`src/rtl/fsd_pkg.sv`:
```
// ----------------------------------------------------------------------------
// fsd_pkg
// Shared types, widths and the power-of-ten table for the float to scaled
// decimal converter.
// ----------------------------------------------------------------------------
package fsd_pkg;

  // Width of the coefficient accumulator: m * 10^27 stays below 2^114.
  localparam int unsigned CoeffW = 114;
  // Width of the decimal result coefficient.
  localparam int unsigned ResW   = 96;
  // Width of a power-of-ten table entry: 10^29 stays below 2^97.
  localparam int unsigned PowW   = 100;
  // Biased exponent at which the magnitude reaches 2^96, or is NaN or infinity.
  localparam logic [7:0]  ExpErr = 8'd223;
  // Scale target: the scale is 28 less the integer digit count, and never below zero.
  localparam logic [4:0]  MaxScale = 5'd28;

  typedef struct packed {
    logic load;      // capture a new input
    logic ip_en;     // store the integer part of the magnitude
    logic d_inc;     // count one more integer digit
    logic s_set;     // fix the scale from the digit count
    logic mul_step;  // multiply the coefficient by ten
    logic res_en;    // store the final shifted coefficient
    logic out_load;  // move the finished result to the output register
  } fsd_cmd_t;

  typedef struct packed {
    logic err;        // input is NaN, infinity or too large
    logic pow_le_ip;  // current power of ten does not exceed the integer part
    logic cnt_zero;   // no multiplications by ten remain
  } fsd_sts_t;

  function automatic logic [PowW-1:0] pow10(input logic [4:0] k);
    logic [PowW-1:0] v;
    case (k)
      5'd0:  v = 100'd1;
      5'd1:  v = 100'd10;
      5'd2:  v = 100'd100;
      5'd3:  v = 100'd1000;
      5'd4:  v = 100'd10000;
      5'd5:  v = 100'd100000;
      5'd6:  v = 100'd1000000;
      5'd7:  v = 100'd10000000;
      5'd8:  v = 100'd100000000;
      5'd9:  v = 100'd1000000000;
      5'd10: v = 100'd10000000000;
      5'd11: v = 100'd100000000000;
      5'd12: v = 100'd1000000000000;
      5'd13: v = 100'd10000000000000;
      5'd14: v = 100'd100000000000000;
      5'd15: v = 100'd1000000000000000;
      5'd16: v = 100'd10000000000000000;
      5'd17: v = 100'd100000000000000000;
      5'd18: v = 100'd1000000000000000000;
      5'd19: v = 100'd10000000000000000000;
      5'd20: v = 100'd100000000000000000000;
      5'd21: v = 100'd1000000000000000000000;
      5'd22: v = 100'd10000000000000000000000;
      5'd23: v = 100'd100000000000000000000000;
      5'd24: v = 100'd1000000000000000000000000;
      5'd25: v = 100'd10000000000000000000000000;
      5'd26: v = 100'd100000000000000000000000000;
      5'd27: v = 100'd1000000000000000000000000000;
      5'd28: v = 100'd10000000000000000000000000000;
      5'd29: v = 100'd100000000000000000000000000000;
      default: v = '1;
    endcase
    return v;
  endfunction

endpackage

```
`src/rtl/fsd_dpath.sv`:
```
// ----------------------------------------------------------------------------
// fsd_dpath
// Datapath: operand capture, shared binary shifter, digit counter, iterative
// multiply by ten and the output register.
// ----------------------------------------------------------------------------
module fsd_dpath (
  input  logic                  clk_i,
  input  logic [31:0]           float_bits_i,
  input  fsd_pkg::fsd_cmd_t     cmd_i,
  output fsd_pkg::fsd_sts_t     sts_o,
  output logic                  error_o,
  output logic                  negative_o,
  output logic [63:0]           coeff_low_o,
  output logic [31:0]           coeff_high_o,
  output logic [4:0]            scale_o
);
  import fsd_pkg::*;

  logic [CoeffW-1:0] c_q, c_d;
  logic signed [8:0] e_q, e_d;
  logic              neg_q, err_q;
  logic [ResW-1:0]   ip_q;
  logic [4:0]        d_q, cnt_q, s_q;
  logic [4:0]        s_calc;

  logic              error_q, negative_q;
  logic [ResW-1:0]   coeff_q;
  logic [4:0]        scale_q;

  logic [7:0]        bexp;
  logic [23:0]       mant;
  logic [8:0]        neg_amt;
  logic [ResW-1:0]   shl_res, shr_res, shift_res;
  logic [CoeffW-1:0] shr_full;

  assign bexp = float_bits_i[30:23];
  assign mant = (bexp == 8'd0) ? {1'b0, float_bits_i[22:0]} : {1'b1, float_bits_i[22:0]};

  always_comb begin
    if (bexp == 8'd0) begin
      e_d = -9'sd149;
    end else begin
      e_d = $signed({1'b0, bexp}) - 9'sd150;
    end
  end

  // One shifter serves both the integer part (c_q still holds the significand)
  // and the final coefficient. Left shifts never exceed 96 result bits.
  assign neg_amt   = 9'(-e_q);
  assign shl_res   = ResW'(c_q) << e_q[6:0];
  assign shr_full  = c_q >> neg_amt[7:0];
  assign shr_res   = shr_full[ResW-1:0];
  assign shift_res = e_q[8] ? shr_res : shl_res;

  assign c_d    = cmd_i.load ? CoeffW'(mant) : (c_q << 3) + (c_q << 1);
  assign s_calc = (d_q >= MaxScale) ? 5'd0 : MaxScale - d_q;

  always_ff @(posedge clk_i) begin
    if (cmd_i.load) begin
      c_q   <= c_d;
      e_q   <= e_d;
      err_q <= (bexp >= ExpErr);
      neg_q <= float_bits_i[31] && (mant != 24'd0);
    end else if (cmd_i.mul_step) begin
      c_q <= c_d;
    end
    if (cmd_i.ip_en || cmd_i.res_en) begin
      ip_q <= shift_res;
    end
    if (cmd_i.ip_en) begin
      d_q <= 5'd1;
    end else if (cmd_i.d_inc) begin
      d_q <= d_q + 5'd1;
    end
    if (cmd_i.s_set) begin
      s_q   <= s_calc;
      cnt_q <= s_calc;
    end else if (cmd_i.mul_step) begin
      cnt_q <= cnt_q - 5'd1;
    end
    if (cmd_i.out_load) begin
      error_q    <= err_q;
      negative_q <= err_q ? 1'b0 : neg_q;
      coeff_q    <= err_q ? '0 : ip_q;
      scale_q    <= err_q ? 5'd0 : s_q;
    end
  end

  assign sts_o.err       = err_q;
  assign sts_o.pow_le_ip = (pow10(d_q) <= PowW'(ip_q));
  assign sts_o.cnt_zero  = (cnt_q == 5'd0);

  assign error_o      = error_q;
  assign negative_o   = negative_q;
  assign coeff_low_o  = coeff_q[63:0];
  assign coeff_high_o = coeff_q[95:64];
  assign scale_o      = scale_q;

endmodule

```
`src/rtl/fsd_ctrl.sv`:
```
// ----------------------------------------------------------------------------
// fsd_ctrl
// Controller: sequences capture, digit count, scaling and output handoff,
// and owns both channel handshakes.
// ----------------------------------------------------------------------------
module fsd_ctrl (
  input  logic              clk_i,
  input  logic              rst_ni,
  input  logic              in_valid_i,
  output logic              in_stall_o,
  output logic              out_valid_o,
  input  logic              out_stall_i,
  input  fsd_pkg::fsd_sts_t sts_i,
  output fsd_pkg::fsd_cmd_t cmd_o
);
  import fsd_pkg::*;

  localparam logic [2:0] StIdle  = 3'd0;
  localparam logic [2:0] StIp    = 3'd1;
  localparam logic [2:0] StCount = 3'd2;
  localparam logic [2:0] StMul   = 3'd3;
  localparam logic [2:0] StShift = 3'd4;
  localparam logic [2:0] StDone  = 3'd5;

  logic [2:0] state_q, state_d;
  logic       out_valid_q, out_valid_d;

  always_comb begin
    state_d     = state_q;
    cmd_o       = '0;
    out_valid_d = out_valid_q && out_stall_i;
    case (state_q)
      StIdle: begin
        if (in_valid_i) begin
          cmd_o.load = 1'b1;
          state_d    = StIp;
        end
      end
      StIp: begin
        cmd_o.ip_en = 1'b1;
        state_d     = sts_i.err ? StDone : StCount;
      end
      StCount: begin
        if (sts_i.pow_le_ip) begin
          cmd_o.d_inc = 1'b1;
        end else begin
          cmd_o.s_set = 1'b1;
          state_d     = StMul;
        end
      end
      StMul: begin
        if (sts_i.cnt_zero) begin
          state_d = StShift;
        end else begin
          cmd_o.mul_step = 1'b1;
        end
      end
      StShift: begin
        cmd_o.res_en = 1'b1;
        state_d      = StDone;
      end
      StDone: begin
        // The output register is free once its transaction completes.
        if (!out_valid_q || !out_stall_i) begin
          cmd_o.out_load = 1'b1;
          out_valid_d    = 1'b1;
          state_d        = StIdle;
        end
      end
      default: begin
        state_d = StIdle;
      end
    endcase
  end

  always_ff @(posedge clk_i or negedge rst_ni) begin
    if (!rst_ni) begin
      state_q     <= StIdle;
      out_valid_q <= 1'b0;
    end else begin
      state_q     <= state_d;
      out_valid_q <= out_valid_d;
    end
  end

  assign in_stall_o  = (state_q != StIdle);
  assign out_valid_o = out_valid_q;

endmodule

```
`src/rtl/float_to_scaled_decimal.sv`:
```
// ----------------------------------------------------------------------------
// float_to_scaled_decimal
// Converts IEEE single-precision bits to a 96-bit decimal with sign,
// coefficient and scale, truncating toward zero.
// ----------------------------------------------------------------------------
// Steps: capture the input, store the integer part, count its decimal digits,
// multiply the significand by ten once per scale digit, shift out the final
// coefficient and hand it to the output register; on error the result is handed
// over straight after the integer part. One input is converted at a time.
// The next input is taken while a finished result waits in the output register.
// Reset is asynchronous and active low and clears only the control state.
module float_to_scaled_decimal (
  input  logic        clk_i,
  input  logic        rst_ni,
  input  logic        in_valid_i,
  output logic        in_stall_o,
  input  logic [31:0] float_bits_i,
  output logic        out_valid_o,
  input  logic        out_stall_i,
  output logic        error_o,
  output logic        negative_o,
  output logic [63:0] coeff_low_o,
  output logic [31:0] coeff_high_o,
  output logic [4:0]  scale_o
);
  import fsd_pkg::*;

  fsd_cmd_t cmd;
  fsd_sts_t sts;

  fsd_ctrl u_ctrl (
    .clk_i       (clk_i),
    .rst_ni      (rst_ni),
    .in_valid_i  (in_valid_i),
    .in_stall_o  (in_stall_o),
    .out_valid_o (out_valid_o),
    .out_stall_i (out_stall_i),
    .sts_i       (sts),
    .cmd_o       (cmd)
  );

  fsd_dpath u_dpath (
    .clk_i        (clk_i),
    .float_bits_i (float_bits_i),
    .cmd_i        (cmd),
    .sts_o        (sts),
    .error_o      (error_o),
    .negative_o   (negative_o),
    .coeff_low_o  (coeff_low_o),
    .coeff_high_o (coeff_high_o),
    .scale_o      (scale_o)
  );

endmodule
```
`config.mk`:
```
export PLATFORM = sky130hd
export DESIGN_NAME = float_to_scaled_decimal
export DESIGN_NICKNAME = d
export VERILOG_FILES = /design/src/rtl/fsd_pkg.sv /design/src/rtl/fsd_dpath.sv /design/src/rtl/fsd_ctrl.sv /design/src/rtl/float_to_scaled_decimal.sv
export SDC_FILE = /design/constraint.sdc
export NUM_CORES = 2
export LEC_CHECK = 0
export BUFFER_PORTS_ARGS = -buffer_cell sky130_fd_sc_hd__buf_4
export CAP_MARGIN = 15
export CORE_ASPECT_RATIO = 1.1
export CORE_MARGIN = 10
export CORE_UTILIZATION = 35
export DETAILED_ROUTE_END_ITERATION = 16
export PLACE_DENSITY = 0.53
export SETUP_SLACK_MARGIN = 0.5
export SYNTH_ARGS = -nofsm -noshare
export SYNTH_HDL_FRONTEND = slang
export SYNTH_SLANG_ARGS = --single-unit
```
`constraint.sdc`:
```
create_clock -name clk_i -period 11.1 [get_ports clk_i]
set_input_delay 2.22 -clock clk_i [delete_from_list [all_inputs] [get_ports clk_i]]
set_output_delay 2.22 -clock clk_i [all_outputs]
set_load 0.005 [all_outputs]
```
==> impl_metrics.yaml <==
run_status:
  status: "complete, no violations"
power:
  p_int_mw: 7.91
  p_switching_mw: 8.70
  vdd_ir_drop_max_uv: 141
  finalPower_mw: 16.6
  power_density_nw_per_um2: 381
  pwr-share-clk_pct: 11.3
  swShare_pct: 52.4
  leakage_nw: 17.3
  pwr-share-seq_pct: 21.0
  combinationalPowerShare_pct: 67.7
setup_path:
  critical_path_required_ns: 11.69
  arrival_ns: 6.25
  rr_worst_depth: 12
  rrSetupSlack_ns: 5.43
  crit_chain: "inv_1, ha_1, nand4_1, or4_1, or4_1, a21boi_4, o211ai_2, nand2_1, inv_2, nand2_1, o211ai_1, o21a_1"
  worstSetupStartpointType: "flip-flop"
  worstSetupPathType: "reg2reg"
  rr_startpoint: "u_dpath.ip_q[39]"
  endpoint_kind: "flip-flop"
  crit_fanout: 23
  slowest_delay_ns: 0.73
  slowest_stage: "or4_1"
logic_synthesis:
  ys_types: 98
  synth_area_um2: 39500
  yosys.area.top_type: "edfxtp_1"
  synthCells: 4727
  synthFlopType: "edfxtp_1"
  syn_nets: 4984
  ys_ff_latch: 433
  netlist_top_cells_area: "edfxtp_1 (25%), mux4_2 (9.9%), nand2_1 (7.3%)"
  synth_seq_area_share_pct: 30.4
  synth_async_sr_flop_share_pct: 0.924
  synth.top_cell.area_share_pct: 25.4
  synth_area_per_cell_um2: 8.36
  synth-edff-count: 334
  yosysWarnings: 0
cts:
  cts-htree-levels: 2
  clk_pin_slew_ns: 0.06
  tritoncts: "done"
  cts_setup_buffers: 0
  cts_made_buffers: 51
  numClockSinks: 433
  cts_resized: 0
  cts_buffer_depth: 3
  ctsHoldBuffers: 0
  root_buffer: "clkbuf_16"
  clock_latency_ns: 0.68
sta:
  finalHoldViolCount: 0
  fin_crit_ns: 5.67
  rsz0062_at_grt: "no"
  fin_hold_ws_ns: 0.536
  min_period_over_period_pct: 51.0
  fmax_mhz: 176
  fin_skew_ns: 0.0415
  slew_headroom_pct: 22.2
  tightest_slew_ns: 1.17
  drv_slew: 0
  setup_ws_ns: 5.43
  fin_setup_tns_ns: 0
  finalSetupViolCount: 0
final_layout:
  nFillCells: 11500
  drive_above_1_share_pct: 12.1
  final_cells: 6178
  finalNetCount: 4885
  area_growth_pct: 10.2
  multi_input_area_um2: 25700
  layout.area.seq_um2: 12000
route:
  drt_iter0_drc: 4157
  firstDrtPassIters: 7
  wl_um: 162000
  drc: 0
  ant_nets: 0
  drt-wirelength-per-cell_um: 26.2
  via_count: 37000
  avgViaCountPerCell: 5.99
place:
  placed_cells: 6080
  gp_congestion: 1.04
  dpl.hpwl_um: 126000
  pre_cts_ws_ns: 5.59
  io_buffers: 140
grt:
  overflow: 0
  grt_max_degree: 134
  grt_pass1_vias: 35600
  antenna_found_initial: 7
  grt_pass1_wl_um: 237000
  grt_use_total_pct: 24.5
flow_run:
  max-cap-violations: 0
floorplanning:
  die_area_um2: 127000
  initial_core_util_pct: 35.2
  fp.coreArea_um2: 112000
  rows: 129
  fp.dieH_um: 372
  die_w_um: 340
  ios: 141
min_path:
  hold_class: "reg2reg"
  min_from: "u_dpath.s_q[1]"
  worstHoldEndpoint: "u_dpath.scale_o[1]"
  min_path_cells: 1
kinds of logic after synthesis:
logic type               count (synthesis)  share of synthesized area (%)
AND/OR/NAND/NOR                       1710                           18.7
AO/OA/AOI/OAI                         1343                           20.8
buffers and inverters                  523                           5.11
flip-flops                             433                           30.4
multiplexers                           394                           15.6
adder cells (fa/ha/maj)                221                           7.01
XOR/XNOR                               103                           2.28
per-stage QoR:
stage,util (%),instance area [um^2]
global placement,37.1,41700
detailed placement,37.1,41700
finish,38.8,43600
global route,38.8,43600
floorplan,-,39500
CTS,38.8,43600
power by group through the flow:
stage          registers [mW]  clock network (mW)  logic [mW]
2_1_floorplan            3.26                   0        7.70
3_3_place_gp             3.50                   0        11.0
3_5_place_dp             3.52                   0        11.0
4_1_cts                  3.48                1.91        11.0
5_1_grt                  3.59                1.96        12.2
6_report                 3.49                1.87        11.2
synth_stat cells, drive strengths merged, types with 14 or more instances:
library cell,count
o211ai,60
a31oi,31
o221ai,33
a22oi,19
o22ai,81
nand3,69
mux2,35
and2,29
o31ai,14
nand2,767
or3,33
dfxtp,95
a21oi,421
nand4,77
ha,220
nand2b,27
o21ai,369
o22a,15
clkbuf,261
a211oi,47
mux4,174
a21o,72
nor2b,35
o21bai,36
mux2i,185
and3,14
edfxtp,334
nor4,18
xor2,41
xnor2,62
inv,171
o21a,31
nor2,540
buf,90
nor3,59
or2,15
layer usage:
layer | part of all wire [%] | vias up | track usage [%]
li1 | - | 17200 | -
met1 | 40 | 17900 | 30.1
met2 | 47 | 1467 | 40.8
met3 | 6.1 | 400 | 3.58
met4 | 6.8 | 6 | 14.2
met5 | 0.025 | - | 0
worst max-delay path: cells and delay by family, from the launching register on:
family	cells	cell delay [ns]
fa+ha+maj	1	0.33
simple gates	5	2.87
compound gates	4	1.22
flops	1	0.43
buf+inv	2	0.76
layout by cell type (no fill, tap or decap), types with 13 or more instances in the layout:
cell       instances
a22oi_1           19
a31oi_1           31
nor2_1           534
a211oi_1          46
dfxtp_1           95
xnor2_1           55
mux4_2           174
o21bai_1          36
nor3_1            56
nand2_1          762
nor4_1            15
edfxtp_1         334
o221ai_1          33
mux2_2            35
a32oi_1           13
xor2_1            38
mux2i_1          185
o21a_1            31
nand4_1           77
inv_1            162
buf_4            197
nand3_1           68
and3_1            14
o21ai_0          357
nand2b_1          26
a21oi_1          419
o22a_1            15
ha_1             219
or3_1             33
nor2b_1           35
and2_1            29
o211ai_1          58
o22ai_1           81
o31ai_1           13
a21o_1            72
clkbuf_16         53
area by class of cell:
cell class / instances / area share, %
timing repair buffer: 199 / 3.46
tap: 1506 / 4.32
clock buffer: 60 / 3.13
multi-input combinational: 3771 / 58.9
clock inverter: 36 / 1.10
antenna: 1 / 0.00574
inverter: 172 / 1.49
sequential: 433 / 27.6
worst max-delay path by stage:
stage,startpoint,endpoint,slack (ns),cells after the start
2_1_floorplan,out_stall_i,u_dpath.coeff_q[0],3.42,1
6_report,u_dpath.ip_q[39],flip-flop,5.43,12
5_1_grt,u_dpath.e_q[0],u_dpath.ip_q[12],5.24,10
3_5_place_dp,flip-flop,flip-flop,5.59,15
3_3_place_gp,flip-flop,flip-flop,5.46,15
4_1_cts,flip-flop,flip-flop,5.55,15
(Power assumes the default switching activity.)
